## src/rtl/core/trpd_pkg.sv

```systemverilog
// Package with the shared types and constants of the TGA run-length pixel decoder.
`default_nettype none

package trpd_pkg;

  // Configuration register indexes.
  localparam logic [1:0] CFG_FOUR_BYTE = 2'd0;
  localparam logic [1:0] CFG_WIDTH     = 2'd1;
  localparam logic [1:0] CFG_HEIGHT    = 2'd2;

  localparam int unsigned CFG_INDEX_W = 2;
  localparam int unsigned CFG_DATA_W  = 16;

  // Default depth of the queue between the parser and the output stage.
  localparam int unsigned QUEUE_DEPTH = 4;

  // Packet header decoding: a set top bit marks a run packet.
  localparam logic [7:0] RAW_BIAS = 8'd1;
  localparam logic [7:0] RUN_BIAS = 8'd127;

  // One assembled pixel with the packet context needed to form its result.
  typedef struct packed {
    logic [31:0] pixel;
    logic        run_packet;
    logic [7:0]  packet_left;
    logic        last;
    logic [7:0]  remain_low;
  } pixel_entry_t;

endpackage : trpd_pkg

`default_nettype wire

```

## src/rtl/core/tga_rle_pixel_decoder.sv

```systemverilog
// Top level of the TGA run-length pixel decoder.
`default_nettype none

// Decodes the pixel stream of a run-length coded TGA image (24 or 32 bits per pixel), taking one
// byte per request on the push side in every clock cycle while full is low, with no wait after
// headers or pixels. Each raw pixel leaves as one result with repeat count 1 and each run packet
// leaves as a single result carrying its repeat count, clipped to the pixels still missing from
// the image; the result that completes the image has last_of_image set and the pixel count
// restarts. A result passes from the queue into the result register once that register is free.
// Between the parser and the result register sits a queue of QUEUE_DEPTH pixels, so full rises
// only when the consumer has left that many pixels plus the one on the result ports untaken.
// Configuration is to be written only while no results are pending; the block does not enforce
// this. Writing the width or height refreshes the pixel total with one 16 by 16 multiply.
module tga_rle_pixel_decoder
  import trpd_pkg::*;
#(
  parameter int unsigned QUEUE_DEPTH = trpd_pkg::QUEUE_DEPTH
) (
  input  wire logic                   clk,
  input  wire logic                   rst,
  input  wire logic                   cfg_write,
  input  wire logic [CFG_INDEX_W-1:0] cfg_index,
  input  wire logic [CFG_DATA_W-1:0]  cfg_data,
  input  wire logic                   push,
  output logic                        full,
  input  wire logic [7:0]             data_byte,
  output logic                        empty,
  input  wire logic                   pop,
  output logic [31:0]                 pixel_value,
  output logic [7:0]                  repeat_count,
  output logic                        last_of_image,
  output logic                        overran
);

  logic         q_push;
  pixel_entry_t q_wr_entry;
  logic         q_valid;
  logic         q_take;
  pixel_entry_t q_rd_entry;

  // Parser and pixel assembly.
  trpd_front u_front (
    .clk       (clk),
    .rst       (rst),
    .cfg_write (cfg_write),
    .cfg_index (cfg_index),
    .cfg_data  (cfg_data),
    .push      (push),
    .full      (full),
    .data_byte (data_byte),
    .q_push    (q_push),
    .q_entry   (q_wr_entry)
  );

  // Pixel queue.
  trpd_queue #(
    .DEPTH (QUEUE_DEPTH)
  ) u_queue (
    .clk      (clk),
    .rst      (rst),
    .wr_en    (q_push),
    .wr_entry (q_wr_entry),
    .full     (full),
    .rd_valid (q_valid),
    .rd_en    (q_take),
    .rd_entry (q_rd_entry)
  );

  // Result formation and output register.
  trpd_back u_back (
    .clk           (clk),
    .rst           (rst),
    .q_valid       (q_valid),
    .q_take        (q_take),
    .q_entry       (q_rd_entry),
    .pop           (pop),
    .empty         (empty),
    .pixel_value   (pixel_value),
    .repeat_count  (repeat_count),
    .last_of_image (last_of_image),
    .overran       (overran)
  );

endmodule : tga_rle_pixel_decoder

`default_nettype wire

```

## src/rtl/core/trpd_front.sv

```systemverilog
// Front end: configuration registers, packet parsing, pixel assembly and image accounting.
`default_nettype none

module trpd_front
  import trpd_pkg::*;
(
  input  wire logic                   clk,
  input  wire logic                   rst,
  input  wire logic                   cfg_write,
  input  wire logic [CFG_INDEX_W-1:0] cfg_index,
  input  wire logic [CFG_DATA_W-1:0]  cfg_data,
  input  wire logic                   push,
  input  wire logic                   full,
  input  wire logic [7:0]             data_byte,
  output logic                        q_push,
  output pixel_entry_t                q_entry
);

  // Configuration state.
  logic        four_byte;
  logic [15:0] width;
  logic [15:0] height;
  logic [31:0] total;

  // Parser state.
  logic        expecting_header;
  logic        run_packet;
  logic [7:0]  packet_left;
  logic [1:0]  byte_position;
  logic [31:0] pixel_assembly;
  logic [31:0] pixels_done;

  logic [15:0] mul_a;
  logic [15:0] mul_b;
  logic [31:0] product;

  logic        accept;
  logic        pixel_complete;
  logic [31:0] pixel_next;
  logic [31:0] remaining;
  logic        remaining_small;
  logic [7:0]  left_nz;
  logic        is_last;
  logic [7:0]  left_after;
  logic [31:0] pixels_done_add;
  logic [7:0]  header_left;

  // The pixel total is refreshed whenever a dimension is written; a zero dimension counts as one.
  always_comb begin
    mul_a = (cfg_index == CFG_WIDTH) ? cfg_data : width;
    mul_b = (cfg_index == CFG_HEIGHT) ? cfg_data : height;
    if (mul_a == 16'd0) begin
      mul_a = 16'd1;
    end
    if (mul_b == 16'd0) begin
      mul_b = 16'd1;
    end
    product = 32'(mul_a) * 32'(mul_b);
  end

  always_ff @(posedge clk) begin
    if (rst) begin
      four_byte <= 1'b1;
      width     <= 16'd1;
      height    <= 16'd1;
      total     <= 32'd1;
    end else if (cfg_write) begin
      case (cfg_index)
        CFG_FOUR_BYTE: begin
          four_byte <= cfg_data[0];
        end
        CFG_WIDTH: begin
          width <= cfg_data;
          total <= product;
        end
        CFG_HEIGHT: begin
          height <= cfg_data;
          total  <= product;
        end
        default: begin
        end
      endcase
    end
  end

  // Byte classification and pixel bookkeeping.
  always_comb begin
    accept         = push && !full;
    pixel_complete = four_byte ? (byte_position == 2'd3) : (byte_position >= 2'd2);

    if (byte_position == 2'd0) begin
      pixel_next = {24'd0, data_byte};
    end else begin
      pixel_next = pixel_assembly | ({24'd0, data_byte} << {byte_position, 3'b000});
    end

    header_left = data_byte[7] ? (data_byte - RUN_BIAS) : (data_byte + RAW_BIAS);

    // Pixels still missing from the image; past the total the next pixel closes it.
    remaining       = (pixels_done < total) ? (total - pixels_done) : 32'd1;
    remaining_small = (remaining[31:8] == 24'd0);
    left_nz         = (packet_left == 8'd0) ? 8'd1 : packet_left;

    if (run_packet) begin
      is_last         = remaining_small && (left_nz >= remaining[7:0]);
      left_after      = 8'd0;
      pixels_done_add = pixels_done + {24'd0, left_nz};
    end else begin
      is_last         = (remaining == 32'd1);
      left_after      = left_nz - 8'd1;
      pixels_done_add = pixels_done + 32'd1;
    end

    q_push              = accept && !expecting_header && pixel_complete;
    q_entry.pixel       = pixel_next;
    q_entry.run_packet  = run_packet;
    q_entry.packet_left = left_nz;
    q_entry.last        = is_last;
    q_entry.remain_low  = remaining[7:0];
  end

  always_ff @(posedge clk) begin
    if (rst) begin
      expecting_header <= 1'b1;
      run_packet       <= 1'b0;
      packet_left      <= 8'd0;
      byte_position    <= 2'd0;
      pixels_done      <= 32'd0;
    end else if (accept) begin
      if (expecting_header) begin
        expecting_header <= 1'b0;
        run_packet       <= data_byte[7];
        packet_left      <= header_left;
        byte_position    <= 2'd0;
      end else if (!pixel_complete) begin
        byte_position <= byte_position + 2'd1;
      end else begin
        byte_position <= 2'd0;
        if (is_last) begin
          pixels_done      <= 32'd0;
          expecting_header <= 1'b1;
          packet_left      <= 8'd0;
        end else begin
          pixels_done      <= pixels_done_add;
          packet_left      <= left_after;
          expecting_header <= (left_after == 8'd0);
        end
      end
    end
  end

  // The assembly register is payload and needs no reset.
  always_ff @(posedge clk) begin
    if (accept && !expecting_header) begin
      pixel_assembly <= pixel_next;
    end
  end

endmodule : trpd_front

`default_nettype wire

```

## src/rtl/core/trpd_queue.sv

```systemverilog
// Short first-in first-out queue of assembled pixels between the front end and the output stage.
`default_nettype none

module trpd_queue
  import trpd_pkg::*;
#(
  parameter int unsigned DEPTH = QUEUE_DEPTH
) (
  input  wire logic         clk,
  input  wire logic         rst,
  input  wire logic         wr_en,
  input  pixel_entry_t      wr_entry,
  output logic              full,
  output logic              rd_valid,
  input  wire logic         rd_en,
  output pixel_entry_t      rd_entry
);

  localparam int unsigned PTR_W = $clog2(DEPTH);
  localparam int unsigned CNT_W = $clog2(DEPTH + 1);

  pixel_entry_t     slots [DEPTH];
  logic [PTR_W-1:0] wr_ptr;
  logic [PTR_W-1:0] rd_ptr;
  logic [CNT_W-1:0] count;

  // Status and head of the queue.
  always_comb begin
    full     = (count == CNT_W'(DEPTH));
    rd_valid = (count != '0);
    rd_entry = slots[rd_ptr];
  end

  // Pointers and fill count.
  always_ff @(posedge clk) begin
    if (rst) begin
      wr_ptr <= '0;
      rd_ptr <= '0;
      count  <= '0;
    end else begin
      if (wr_en) begin
        wr_ptr <= (wr_ptr == PTR_W'(DEPTH - 1)) ? '0 : wr_ptr + 1'b1;
      end
      if (rd_en) begin
        rd_ptr <= (rd_ptr == PTR_W'(DEPTH - 1)) ? '0 : rd_ptr + 1'b1;
      end
      case ({wr_en, rd_en})
        2'b10:   count <= count + 1'b1;
        2'b01:   count <= count - 1'b1;
        default: count <= count;
      endcase
    end
  end

  // Entry storage.
  always_ff @(posedge clk) begin
    if (wr_en) begin
      slots[wr_ptr] <= wr_entry;
    end
  end

endmodule : trpd_queue

`default_nettype wire

```

## src/rtl/core/trpd_back.sv

```systemverilog
// Output stage: forms the repeat count and clip flag of each pixel and holds the result register.
`default_nettype none

module trpd_back
  import trpd_pkg::*;
(
  input  wire logic         clk,
  input  wire logic         rst,
  input  wire logic         q_valid,
  output logic              q_take,
  input  pixel_entry_t      q_entry,
  input  wire logic         pop,
  output logic              empty,
  output logic [31:0]       pixel_value,
  output logic [7:0]        repeat_count,
  output logic              last_of_image,
  output logic              overran
);

  logic       out_valid;
  logic [7:0] count;
  logic       over;

  // A raw pixel repeats once; a run repeats its packet count, cut to the pixels still missing.
  always_comb begin
    if (!q_entry.run_packet) begin
      count = 8'd1;
      over  = q_entry.last && (q_entry.packet_left > 8'd1);
    end else begin
      count = q_entry.last ? q_entry.remain_low : q_entry.packet_left;
      over  = q_entry.last && (q_entry.packet_left != q_entry.remain_low);
    end
    q_take = q_valid && (!out_valid || pop);
    empty  = !out_valid;
  end

  always_ff @(posedge clk) begin
    if (rst) begin
      out_valid <= 1'b0;
    end else if (q_take) begin
      out_valid <= 1'b1;
    end else if (pop) begin
      out_valid <= 1'b0;
    end
  end

  // Result payload.
  always_ff @(posedge clk) begin
    if (q_take) begin
      pixel_value   <= q_entry.pixel;
      repeat_count  <= count;
      last_of_image <= q_entry.last;
      overran       <= over;
    end
  end

endmodule : trpd_back

`default_nettype wire

```

## config.mk

```make
export PLATFORM = sky130hd
export DESIGN_NAME = tga_rle_pixel_decoder
export DESIGN_NICKNAME = d
export VERILOG_FILES = /design/src/rtl/core/trpd_pkg.sv /design/src/rtl/core/tga_rle_pixel_decoder.sv /design/src/rtl/core/trpd_front.sv /design/src/rtl/core/trpd_queue.sv /design/src/rtl/core/trpd_back.sv
export SDC_FILE = /design/constraint.sdc
export NUM_CORES = 1
export LEC_CHECK = 0
export BUFFER_PORTS_ARGS = -buffer_cell sky130_fd_sc_hd__buf_2
export CAP_MARGIN = 20
export CELL_PAD_IN_SITES_DETAIL_PLACEMENT = 0
export CELL_PAD_IN_SITES_GLOBAL_PLACEMENT = 1
export CORE_MARGIN = 2
export CORE_UTILIZATION = 51
export DETAILED_ROUTE_END_ITERATION = 12
export PLACE_DENSITY = 0.89
export SETUP_SLACK_MARGIN = 0.02
export SLEW_MARGIN = 10
export SYNTH_ARGS = -nofsm -noshare
export SYNTH_HDL_FRONTEND = slang
export SYNTH_HIERARCHICAL = 1
export SYNTH_SLANG_ARGS = --single-unit
```

## constraint.sdc

```tcl
create_clock -name clk -period 11.9 [get_ports clk]
set_input_delay 1.785 -clock clk [delete_from_list [all_inputs] [get_ports clk]]
set_output_delay 1.785 -clock clk [all_outputs]
set_load 0.03 [all_outputs]
```

Word-level counts from Yosys, hierarchy flattened
Memories as Yosys holds them, arrays and structs flattened. A register that Yosys moved wholly into a read port is not among the register bits.
Index checks and enable logic that the tools add are counted.
{ "word_totals": {"register_bits": 191, "latchBits": 0, "ramBits": 200, "romBits": 0, "input_bits": 31, "n_memories": 1} }
{ "op_classes": {"addsub": 11, "n_mul": 1, "div_mod_pow": 0, "magnitude_cmp": 4, "n_eq_ne": 10, "shifts": 1, "n_mux": 32, "n_bitwise": 2, "reduce_logical": 28} }
{ "mem_list": {"columns": ["name", "depth", "width", "rd", "rd_ports_with_merged_regs", "wr", "line", "source"], "rows": [
  ["u_queue.slots", 4, 50, 1, 1, 1, "trpd_queue.sv:22", "pixel_entry_t slots [DEPTH];"]
]} }
{ "ops": {"columns": ["cell", "count"], "rows": [
  ["2-to-1 mux 32 bit", 4],
  ["2-to-1 mux 16 bit", 4],
  ["2-to-1 mux 8 bit", 7],
  ["adder 32 x 1 -> 32 bit, second input constant", 1],
  ["adder 32 x 8 -> 32 bit", 1],
  ["equality test 32 x 1 -> 1 bit, second input constant", 1],
  ["logical NOT 16 bit", 2],
  ["less-than comparator 32 bit", 1],
  ["multiplier 16 x 16 -> 32 bit", 1],
  ["OR 32 bit", 1],
  ["<< shifter 8 x 5 -> 32 bit", 1],
  ["subtractor 32 bit", 1],
  ["logical NOT 24 bit", 1],
  ["logical NOT 8 bit", 2],
  ["2-to-1 mux 2 bit", 6],
  ["equality test 2 bit, second input constant", 5],
  ["2-to-1 mux 1 bit", 10],
  ["adder 8 x 1 -> 8 bit, second input constant", 1],
  [">= comparator 8 bit", 1],
  ["greater-than comparator 8 x 1 -> 1 bit, second input constant", 1],
  ["inequality test 8 bit", 1],
  ["AND reduction 2 bit", 4],
  ["subtractor 8 x 1 -> 8 bit, second input constant", 1],
  ["subtractor 8 x 7 -> 8 bit, second input constant", 1],
  ["16 further kinds", 30]
]} }

Depth between registers and ports, before layout
Gate-level depths: netlist of the first run.
{ "depth": {"ltp_word": 8, "ltp_mapped": 32, "depth_no_buf": 30} }

Hierarchy
The synthesis of the first run kept the hierarchy.
{ "by_module_without_submodules": {"columns": ["module", "n_inst", "cells_per_inst", "area_each_um2", "seq_area_each_um2"], "rows": [
  ["trpd_front", 1, 2113, 17446.7, 3143.0],
  ["trpd_queue", 1, 306, 7712.4, 6185.9],
  ["trpd_back", 1, 79, 1547.7, 1281.2]
]} }

Least setup slack after synthesis of the first run
No wires, ideal clock.
{ "synth_path": {"path_kind": "input port to flip-flop", "startpoint": "input cfg_index[0]", "endpoint": "register u_front.total[29]", "setup_ns": 0.132, "arrival_ns": 8.972, "setup_slack_ns": 2.796, "cell_stages": 29, "path_buffers": 4, "path_cell_list": "inv_1 -> ha_1 -> buf_1 -> clkbuf_1 -> buf_1 -> mux2_2 -> clkbuf_1 -> nand2_1 -> fa_1 -> fa_1 -> inv_1 -> fa_1 -> fa_1 -> fa_1 -> inv_1 -> fa_1 -> inv_1 -> ha_1 -> a21o_1 -> a21oi_1 -> o2111ai_1 -> a21oi_1 -> o31ai_1 -> a211oi_1 -> o21ai_0 -> a21o_1 -> mux2i_1 -> o21ai_0 -> a21oi_1"} }
{ "synth_between": {"elab_chain_len": 5, "word_cells_on_any_way": 11} }
{ "synth_lines": {"columns": ["element", "line", "source"], "rows": [
  ["start: declaration", "tga_rle_pixel_decoder.sv:22", "input wire logic [CFG_INDEX_W-1:0] cfg_index,"],
  ["equality test 2 x 1 -> 1 bit / equality test 2 bit (equally long branches)", "trpd_front.sv:50, trpd_front.sv:68, trpd_front.sv:51", null],
  ["2-to-1 mux 16 bit", null, null],
  ["logical NOT 16 bit (on tied branches)", "trpd_front.sv:52, trpd_front.sv:55", null],
  ["2-to-1 mux 16 bit (on tied branches)", "trpd_front.sv:52, trpd_front.sv:55", null],
  ["multiplier 16 x 16 -> 32 bit", "trpd_front.sv:58", "product = 32'(mul_a) * 32'(mul_b);"],
  ["end signal: assignment", "trpd_front.sv:74", "total <= product;"],
  ["end signal: assignment", "trpd_front.sv:78", "total <= product;"],
  ["end: declaration", "trpd_front.sv:23", "logic [31:0] total;"]
]} }
Several ways; a longest one is shown, not always the timed one.
A chain may end at the register's enable or synchronous reset.

Worst setup path after layout of the first run
{ "layout_path": {"startpoint": "input cfg_index[1]", "endpoint": "register u_front.total[31]"} }
The elaborated chain is that of the path after synthesis.

==> results of run 1 <==
## final timing paths
check | end | slack [ns] | depth (start not counted)
hold / removal | u_front/total[10] | 0.47 | 2
setup reg to reg | u_front/total[31] | 4.15 | 27
hold reg to reg | u_front/total[10] | 0.47 | 2
setup / recovery | u_front/total[31] | 2.26 | 30
## registers in the layout, indices dropped and copies added, names as in the netlist, 2 cells and up, named ones only
name / flops
u_front/pixels_done: 32
u_front/byte_position: 2
u_front/pixel_assembly: 32
u_queue/count: 3
u_back/repeat_count: 8
u_front/packet_left: 8
u_front/height: 16
u_queue/rd_ptr: 2
u_front/total: 32
u_queue/slots: 200
u_queue/wr_ptr: 2
u_back/pixel_value: 32
u_front/width: 16
## final cells by class
class | instances | area, sq um | area share, %
multi-input combinational | 1685 | 14410 | 49.41
clock inverter | 28 | 386.6 | 1.326
antenna | 2 | 5.005 | 0.01717
tap | 680 | 850.8 | 2.918
sequential | 393 | 10620 | 36.41
inverter | 307 | 1152 | 3.952
timing repair buffer | 110 | 648.1 | 2.223
clock buffer | 50 | 1091 | 3.742
## power by group through the flow
stage,Combinational (W),Clock (W),Sequential (W)
2_1_floorplan,0.00205,0,0.00192
3_3_place_gp,0.00280,0,0.00180
3_5_place_dp,0.00284,0,0.00181
4_1_cts,0.00286,0.00142,0.00179
5_1_grt,0.00321,0.00146,0.00180
6_report,0.00287,0.00139,0.00179
## metrics by stage
step	cell area (sq um)	worst slack [ns]	cells	power [W]	hold WS, ns
floorplan	26710	2.796	2498	0.003975	0.4358
global placement	27650	2.026	3173	0.004602	0.4559
detailed placement	27650	1.854	3173	0.004653	0.4582
CTS	29130	2.413	3251	0.006067	0.4637
global route	29150	1.822	3253	0.006479	0.4918
finish	29160	2.260	3255	0.006046	0.4654
## worst reg2reg max path: stages (launching register included)
cell                        delay (ns)
sky130_fd_sc_hd__dfxtp_1          0.32
sky130_fd_sc_hd__mux2i_1          0.66
sky130_fd_sc_hd__nand4_1          0.17
sky130_fd_sc_hd__nor4_1           0.42
sky130_fd_sc_hd__a31oi_1          0.13
sky130_fd_sc_hd__buf_4            0.21
sky130_fd_sc_hd__or2_2            0.30
sky130_fd_sc_hd__fa_1             0.45
sky130_fd_sc_hd__fa_1             0.49
sky130_fd_sc_hd__inv_1            0.05
sky130_fd_sc_hd__fa_1             0.50
sky130_fd_sc_hd__fa_1             0.43
sky130_fd_sc_hd__fa_1             0.49
sky130_fd_sc_hd__inv_1            0.05
sky130_fd_sc_hd__fa_1             0.47
sky130_fd_sc_hd__inv_1            0.04
sky130_fd_sc_hd__ha_1             0.35
sky130_fd_sc_hd__a21o_1           0.13
sky130_fd_sc_hd__a21oi_1          0.09
sky130_fd_sc_hd__o2111ai_1        0.12
sky130_fd_sc_hd__a21oi_1          0.09
sky130_fd_sc_hd__o31ai_1          0.58
sky130_fd_sc_hd__a211oi_1         0.17
sky130_fd_sc_hd__o21ai_0          0.32
sky130_fd_sc_hd__a21o_1           0.21
sky130_fd_sc_hd__nand2_1          0.07
sky130_fd_sc_hd__a31o_2           0.24
sky130_fd_sc_hd__a21oi_1          0.14
## per-layer routing
layer / up-vias / share of wire, % / wire, microns
met5: - / 0 / 0
li1: 8640 / - / -
met4: 0 / 4.0 / 2670
met3: 149 / 7.4 / 4961
met2: 727 / 50 / 33560
met1: 9477 / 39 / 25860
## layout by cell type, fill, tap and decap left out, types with 7 or more instances in the layout
cell type / count
sky130_fd_sc_hd__nand4_1: 29
sky130_fd_sc_hd__o21ai_0: 50
sky130_fd_sc_hd__nor4_1: 8
sky130_fd_sc_hd__dfxtp_1: 117
sky130_fd_sc_hd__and2_1: 10
sky130_fd_sc_hd__mux4_2: 50
sky130_fd_sc_hd__nor2b_1: 15
sky130_fd_sc_hd__a21o_1: 46
sky130_fd_sc_hd__or2_2: 9
sky130_fd_sc_hd__nor3_1: 20
sky130_fd_sc_hd__inv_1: 306
sky130_fd_sc_hd__nand2b_1: 19
sky130_fd_sc_hd__ha_1: 165
sky130_fd_sc_hd__bufinv_16: 7
sky130_fd_sc_hd__o31ai_1: 7
sky130_fd_sc_hd__or3_1: 11
sky130_fd_sc_hd__a21oi_1: 133
sky130_fd_sc_hd__edfxtp_1: 274
sky130_fd_sc_hd__buf_4: 35
sky130_fd_sc_hd__nor2_1: 266
sky130_fd_sc_hd__o21bai_1: 9
sky130_fd_sc_hd__a31oi_1: 10
sky130_fd_sc_hd__nand2_1: 269
sky130_fd_sc_hd__or4_1: 9
sky130_fd_sc_hd__xor2_1: 26
sky130_fd_sc_hd__nand3_1: 43
sky130_fd_sc_hd__fa_1: 197
sky130_fd_sc_hd__o21a_1: 14
sky130_fd_sc_hd__xnor2_1: 57
sky130_fd_sc_hd__mux2_2: 29
sky130_fd_sc_hd__clkbuf_1: 7
sky130_fd_sc_hd__a211oi_1: 44
sky130_fd_sc_hd__mux2i_1: 46
sky130_fd_sc_hd__clkbuf_16: 42
sky130_fd_sc_hd__buf_2: 74
## cell usage after synthesis, types with 7 or more instances
cell type                    n
sky130_fd_sc_hd__a211oi_1   44
sky130_fd_sc_hd__a21o_1     46
sky130_fd_sc_hd__a21oi_1   133
sky130_fd_sc_hd__a31oi_1    10
sky130_fd_sc_hd__and2_1     14
sky130_fd_sc_hd__buf_1       9
sky130_fd_sc_hd__buf_2       8
sky130_fd_sc_hd__clkbuf_1   83
sky130_fd_sc_hd__dfxtp_1   119
sky130_fd_sc_hd__edfxtp_1  274
sky130_fd_sc_hd__fa_1      197
sky130_fd_sc_hd__ha_1      166
sky130_fd_sc_hd__inv_1     306
sky130_fd_sc_hd__mux2_2     29
sky130_fd_sc_hd__mux2i_1    46
sky130_fd_sc_hd__mux4_2     50
sky130_fd_sc_hd__nand2_1   269
sky130_fd_sc_hd__nand2b_1   19
sky130_fd_sc_hd__nand3_1    43
sky130_fd_sc_hd__nand4_1    29
sky130_fd_sc_hd__nor2_1    267
sky130_fd_sc_hd__nor2b_1    15
sky130_fd_sc_hd__nor3_1     20
sky130_fd_sc_hd__nor4_1      8
sky130_fd_sc_hd__o21a_1     14
sky130_fd_sc_hd__o21ai_0    50
sky130_fd_sc_hd__o21bai_1    9
sky130_fd_sc_hd__o31ai_1     7
sky130_fd_sc_hd__or2_2       9
sky130_fd_sc_hd__or3_1      11
sky130_fd_sc_hd__or4_1       9
sky130_fd_sc_hd__xnor2_1    57
sky130_fd_sc_hd__xor2_1     26
## cells by family (layout without fill, tap and decap cells)
kind of cell,count (synthesis),in the layout
xor+xnor,83,83
simple gates,738,738
mux,125,125
fa+ha+maj,363,363
flops,393,393
buf+inv,420,495
compound gates,376,376
other cells,0,2
==> impl_metrics.toml, run 1 <==
[run_status]
status = "complete, no violations"

[placed_design]
finalWeightedCongestion = 0.9608
port-buffer-count = 74
dp.final_hpwl_microns = 48960

[pwr]
share_seq_of_total_power_pct = 29.5
vdd_drop_max_mv = 0.1727
clock_power_share_pct = 23.0
sw_frac_of_total_pct = 40.48
combinationalPowerShare_pct = 47.5
power_density_nw_per_um2 = 207.4
switchingPower_w = 0.002448
cellLeakagePower_nw = 12.06
power.internal_w = 0.003598

[logic_synthesis]
post_synth.cell_area_avg_sq_um = 10.69
synthDominantCellAreaShare_pct = 30.81
syn_inst = 2498
postSynthNetCount = 2892
leading_area_contributor_after_synthesis = "sky130_fd_sc_hd__edfxtp_1"
synth.yosys.seq_area_share_pct = 39.73
synth_xor_area_share_pct = 2.722
yosys_warnings = 6
synth_cell_types = 75
synth_mux_area_share_pct = 7.163
synth_area_sq_um = 26710
compound_cell_area_share_of_the_yosys_netlist_pct = 9.276
post_synth_and_or_nand_nor_area_fraction_pct = 12.16
synth-adder-area-share_pct = 22.54
ys_top_cells_by_area = "sky130_fd_sc_hd__edfxtp_1 (31%), sky130_fd_sc_hd__fa_1 (15%), sky130_fd_sc_hd__dfxtp_1 (8.9%)"
synthArstFlopShare_pct = 0
ys_seq_elements = 393
dominantRegCellSynth = "sky130_fd_sc_hd__edfxtp_1"
edff_count_synth = 274
largest_family_of_logic_cells_by_synthesized_area = "adder cells"

[timing]
final_hold_violation_count = 0
final-max-slew-violation-count = 0
timing.slew.headroom_pct = 26.13
worstMarginPinSlew_ns = 1.106
fin_crit_ns = 9.640
setup_viol = 0
setup_total_negative_slack_ns = 0
final.period_utilization_pct = 81.01
final.setup_skew_ns = 0.02580
achievable-frequency_ghz = 0.1037
setup_repair_after_global_routing_missed_its_margin = "no"

[floorplan]
dieHeight_microns = 232.8
die_area_sq_um = 54210
die_width_microns = 232.8
standard_cell_core_area_sq_um = 51510
num_rows = 83
initial_core_util_pct = 51.85
ioPinCount = 75

[setup_path]
crit_type = "in -> reg"
path_delay_family = "adder cells"
startpoint_type = "input pin"
required_ns = 12.39
critical-path-slowest-cell = "sky130_fd_sc_hd__mux2i_1"
cp_num_buf_inv = 6
arrival_time_of_data_at_the_critical_path_endpoint_ns = 10.13
crit-reg2reg-launch = "u_front/width[5]"
crit_path_end_kind = "flop"
crit_path_max_incr_delay_ns = 0.82
setup.worst_path.start = "cfg_index[1]"
crit_path_max_fanout = 22
critical_path.most_common_cell = "sky130_fd_sc_hd__fa_1"

[global_route]
vias_in_the_first_global_route = 19530
overflow_left_after_global_routing = 0
grt_max_degree = 72
track_usage_pct = 25.56
met2_usage_pct = 44.84
groute.layer.met1.usage_pct = 30.82
met3_routing_resource_usage_after_global_routing_pct = 4.926
grt.busiest_layer = "met2"
grt_first_pass_wirelength_microns = 106700
number_of_antenna_violations_at_the_first_check_in_global_routing = 1

[route]
drt_pass1_iterations = 5
drcViolationCount = 0
routedWlPerCell_microns = 20.60
route.vias.total = 18990
route.detailed.vias_per_inst = 5.835
detail_route_antenna_nets = 0
wirelength_microns = 67060
drt_iter0_markers = 1362

[finish]
drive_above_1_share_pct = 11.27
fin_util_pct = 56.60
finish.net_count = 2933
filler_cell_count = 4287
area.growth.synth_to_final_pct = 9.173

[hold_path]
hold_path_startpoint = "u_front/total[10]"
min_path_type = "reg -> reg"

[clocking]
post_cts_resized = 0
htreeDepth = 2
cts.repair_timing.setup_buffer_count = 0
clk_latency_ns = 0.58
cts.hold.buffers_added = 0
clockBufferDepth = 3
cts_buffers = 42
clock-sinks = 393
cts-root-buf = "sky130_fd_sc_hd__clkbuf_16"
cts_tree = "yes"
clkSlewWorstSetupHoldPaths_ns = 0.06

[run]
cap_violations = 0
(Power assumes the default switching activity.)
==> run 2: changes to the inputs <==
clock period = 9.7 ns   (was 11.9 ns; I/O delays follow)
==> run 2 against run 1 <==
Via count grew 0.15%. First-iteration DRC count grew 2.6%. Die area is the same. Clock-buffer cell count grew 14. Routed wire length grew 4.5%. Flip-flop and latch count is the same. Largest power group unchanged. Highest routed layer unchanged.
==> impl_metrics.toml, run 2 (same netlist as run 1, synthesis figures left out) <==
[timing]
setup_total_negative_slack_ns = 0
worstMarginPinSlew_ns = 1.151
setup_slack_ns = 0.9327
timing.slew.headroom_pct = 23.09
final-max-slew-violation-count = 0
final_hold_violation_count = 0
fin_crit_ns = 8.767
final.setup_skew_ns = 0.04532
achievable-frequency_ghz = 0.1141
setup_viol = 0
final.period_utilization_pct = 90.38
setup_repair_after_global_routing_missed_its_margin = "no"

[run_status]
status = "complete, no violations"

[route]
highest_layer = "met4"
total_routed_wire_length_on_the_met1_layer_microns = 27270
drcViolationCount = 0
drt_iter0_markers = 1398
detail_route_antenna_nets = 0
drt_pass1_iterations = 5
route.vias.total = 19020
route.detailed.vias_per_inst = 5.826
routedWlPerCell_microns = 21.47
routed-wl-met3_microns = 4214
met2WireLength_microns = 35530
wirelength_microns = 70090

[setup_path]
crit_type = "in -> reg"
crit_path_max_fanout = 16
crit_path_end_kind = "flop"
arrival_time_of_data_at_the_critical_path_endpoint_ns = 9.27
critical-path-slowest-cell = "sky130_fd_sc_hd__o31ai_1"
crit_path_max_incr_delay_ns = 0.57
startpoint_type = "input pin"
required_ns = 10.21
critical_path.most_common_cell = "sky130_fd_sc_hd__fa_1"

[pwr]
vdd_drop_max_mv = 0.1411
power_density_nw_per_um2 = 253.2
cellLeakagePower_nw = 12.11

[clocking]
clockBufferDepth = 3
clkSlewWorstSetupHoldPaths_ns = 0.06
cts.repair_timing.setup_buffer_count = 0
cts.hold.buffers_added = 0
cts-root-buf = "sky130_fd_sc_hd__clkbuf_16"
cts_tree = "yes"
post_cts_resized = 0
cts_buffers = 42
clock-sinks = 393
clk_latency_ns = 0.59
htreeDepth = 2

[floorplan]
die_area_sq_um = 54210
dieHeight_microns = 232.8
initial_core_util_pct = 51.85
standard_cell_core_area_sq_um = 51510
die_width_microns = 232.8
ioPinCount = 75
num_rows = 83

[placed_design]
port-buffer-count = 74
finalWeightedCongestion = 0.9595
dp.final_hpwl_microns = 51440
setup_slack_at_placement_ns = 0.5065

[finish]
antenna-diode-count = 0
drive_above_1_share_pct = 11.57
seqCellArea_sq_um = 10620
filler_cell_count = 4338
area.growth.synth_to_final_pct = 9.379
multi_input_logic_area_sq_um = 14410
fin_util_pct = 56.71
regMostFlops = "u_queue/slots"
finish.net_count = 2945
final_common_cell = "sky130_fd_sc_hd__inv_1"
layout_common_cells = "sky130_fd_sc_hd__inv_1 (306), sky130_fd_sc_hd__edfxtp_1 (274), sky130_fd_sc_hd__nand2_1 (269), sky130_fd_sc_hd__nor2_1 (266), sky130_fd_sc_hd__fa_1 (197)"
largest_register_ff_count = 200

[hold_path]
min_path_type = "reg -> reg"

[global_route]
track_usage_pct = 26.71
grt_first_pass_wirelength_microns = 110200
grt_max_degree = 76
number_of_antenna_violations_at_the_first_check_in_global_routing = 0
overflow_left_after_global_routing = 0
vias_in_the_first_global_route = 19790

[run]
cap_violations = 0
run 2: cell count changes in the layout (fill, tap and decap cells not counted), moves of 3 or more:
cell                         change
sky130_fd_sc_hd__bufinv_16       -4
sky130_fd_sc_hd__clkbuf_1        +6
sky130_fd_sc_hd__clkinvlp_4      -3
sky130_fd_sc_hd__buf_4          +13
sky130_fd_sc_hd__clkinv_1        -3
sky130_fd_sc_hd__clkbuf_8        +6
run 2: path summary, 6_finish.rpt:
kind,slack [ns],cells past startpoint,start,endpoint
worst max-delay path,0.93,29,cfg_index[1],u_front/total[29]
worst max register to register,2.37,25,u_front/width[6],u_front/total[29]
worst min-delay path,0.46,2,u_front/total[14],u_front/total[14]
worst min register to register,0.46,2,u_front/total[14],u_front/total[14]
run 2: report_power, final:
| group | switching (W) | internal, W | total, W |
|---|---|---|---|
| combinational | 0.00219 | 0.00136 | 0.00355 |
| sequential | 0.000121 | 0.00206 | 0.00218 |
| clock | 0.000685 | 0.000982 | 0.00167 |
run 2: per-layer routing:
metal,vias to the layer above,track usage (%)
met2,676,46.63
li1,8654,-
met4,0,11.74
met3,166,4.277
met1,9525,32.65
met5,-,0
run 2: metrics by stage:
stage	instances	hold WS, ns	area [sq um]	total power, W
after floorplan	2498	0.4358	26710	0.004877
after global placement	3187	0.4544	27760	0.005651
after detailed placement	3187	0.4563	27760	0.005730
after CTS	3265	0.4645	29210	0.007427
after global routing	3265	0.4801	29210	0.007905
final	3265	0.4627	29210	0.007396
run 2: worst max-delay path: cells and delay by family:
family / cells / cell delay (ns)
fa+ha+maj: 8 / 3.73
simple gates: 2 / 0.65
buf+inv: 6 / 0.57
mux: 2 / 0.68
compound gates: 11 / 2.14
run 2: layout make-up:
cell class	instances	share of cell area (%)
multi-input cells	1685	49.32
well taps	680	2.913
repair buffers	122	2.501
clock buffers	64	4.266
flip-flops and latches	393	36.34
clock inverters	14	0.7153
inverters	307	3.945
==> run 3: changes to the inputs <==
clock period = 8.95 ns   (was 9.7 ns; I/O delays follow)
==> run 3 against run 2 <==
Combinational power grew 7.3%. Utilization shrank 0.053 points. Global-route usage shrank 1.1 points. Flip-flop and latch count is the same. Worst hold slack gained 0.0058 ns. First-iteration DRC count grew 10%. Clock-buffer cell count shrank 10. Routed wire length shrank 4.6%. Critical path depth is the same. Cell area is essentially flat. Critical path type unchanged. Highest routed layer unchanged.
==> impl_metrics.toml, run 3 (same netlist as run 1, synthesis figures left out) <==
[route]
route.detailed.vias_per_inst = 5.826
wirelength_microns = 66900
drcViolationCount = 0
detail_route_antenna_nets = 0
drt_pass1_iterations = 5
route.vias.total = 19090
routedWlPerCell_microns = 20.42
drt_iter0_markers = 1543

[timing]
setup_repair_after_global_routing_missed_its_margin = "no"
final.period_utilization_pct = 92.90
setup_slack_ns = 0.6357
fin_crit_ns = 8.314
achievable-frequency_ghz = 0.1203
worstMarginPinSlew_ns = 1.053
final-max-slew-violation-count = 0
setup_viol = 0
setup_total_negative_slack_ns = 0
fin_worst_hold_slack_ns = 0.4685
timing.slew.headroom_pct = 29.67
final_hold_violation_count = 0
final.setup_skew_ns = 0.03834

[clocking]
clockBufferDepth = 3
cts-root-buf = "sky130_fd_sc_hd__clkbuf_16"
clk_latency_ns = 0.59
clock-sinks = 393
htreeDepth = 2
clkSlewWorstSetupHoldPaths_ns = 0.06
post_cts_resized = 0
cts_buffers = 41
cts_tree = "yes"
cts.hold.buffers_added = 0
cts.repair_timing.setup_buffer_count = 0

[finish]
layout_common_cells = "sky130_fd_sc_hd__inv_1 (306), sky130_fd_sc_hd__edfxtp_1 (274), sky130_fd_sc_hd__nand2_1 (269), sky130_fd_sc_hd__nor2_1 (266), sky130_fd_sc_hd__fa_1 (197)"
filler_cell_count = 4350
regMostFlops = "u_queue/slots"
antenna-diode-count = 0
seqCellArea_sq_um = 10620
fin_util_pct = 56.66
drive_above_1_share_pct = 11.79
finish.net_count = 2957
multi_input_logic_area_sq_um = 14410
largest_register_ff_count = 200
area.growth.synth_to_final_pct = 9.276
final_common_cell = "sky130_fd_sc_hd__inv_1"

[global_route]
grt_first_pass_wirelength_microns = 107400
overflow_left_after_global_routing = 0
vias_in_the_first_global_route = 20100
grt_max_degree = 81
track_usage_pct = 25.62
number_of_antenna_violations_at_the_first_check_in_global_routing = 0

[placed_design]
port-buffer-count = 74
dp.final_hpwl_microns = 48390
setup_slack_at_placement_ns = 0.1193
finalWeightedCongestion = 0.9438

[setup_path]
crit_path_end_kind = "flop"
arrival_time_of_data_at_the_critical_path_endpoint_ns = 8.83
critical_path.most_common_cell = "sky130_fd_sc_hd__fa_1"
startpoint_type = "input pin"
critical-path-slowest-cell = "sky130_fd_sc_hd__o31ai_1"
crit_path_max_incr_delay_ns = 0.57
crit_path_max_fanout = 12
crit_type = "in -> reg"
required_ns = 9.47

[hold_path]
min_path_type = "reg -> reg"

[floorplan]
standard_cell_core_area_sq_um = 51510
num_rows = 83
dieHeight_microns = 232.8
die_width_microns = 232.8
die_area_sq_um = 54210
initial_core_util_pct = 51.85
ioPinCount = 75

[pwr]
total_power_after_layout_w = 0.007854
cellLeakagePower_nw = 12.11
vdd_drop_max_mv = 0.1459
power_density_nw_per_um2 = 269.1

[run]
cap_violations = 0

[run_status]
status = "complete, no violations"
[run 3: worst paths after layout]
path,startpoint,to,slack [ns],cells after the start
max,cfg_index[1],u_front/total[31],0.64,29
min,u_front/total[13],u_front/total[13],0.47,2
max reg2reg,u_front/pixels_done[7],u_front/pixels_done[22],1.74,22
min reg2reg,u_front/total[13],u_front/total[13],0.47,2
[run 3: per-stage QoR]
step	cells	cell area [sq um]
floorplan	2498	26710
global placement	3199	27860
detailed placement	3199	27860
CTS	3275	29170
global route	3276	29180
finish	3276	29180
[run 3: per-layer routing]
layer | wire [microns] | GRT usage, % | part of all wire (%) | up-vias
li1 | - | - | - | 8663
met1 | 26270 | 31.17 | 39 | 9541
met2 | 33850 | 45.65 | 51 | 703
met3 | 4167 | 3.346 | 6.2 | 180
met4 | 2612 | 10.89 | 3.9 | 0
met5 | 0 | 0 | 0 | -
[run 3: cell type report]
cell class	instances	share of cell area (%)
Clock buffer	54	3.717
Clock inverter	22	0.7717
Inverter	307	3.949
Multi-Input combinational cell	1685	49.37
Sequential cell	393	36.37
Tap cell	680	2.915
Timing Repair Buffer	135	2.907
[run 3: critical path, delay by kind of cell]
family,cells,cell delay [ns]
adder cells (fa/ha/maj),8,3.61
multiplexers,1,0.32
AO/OA/AOI/OAI,11,2.30
buffers and inverters,5,0.31
AND/OR/NAND/NOR,4,0.95
[run 3: power breakdown]
| part | total (W) | leakage (nW) | switching [W] | internal, W |
|---|---|---|---|---|
| combinational | 0.00381 | 7.98 | 0.00234 | 0.00147 |
| sequential | 0.00237 | 3.50 | 0.000141 | 0.00223 |
| clock | 0.00167 | 0.630 | 0.000744 | 0.000929 |
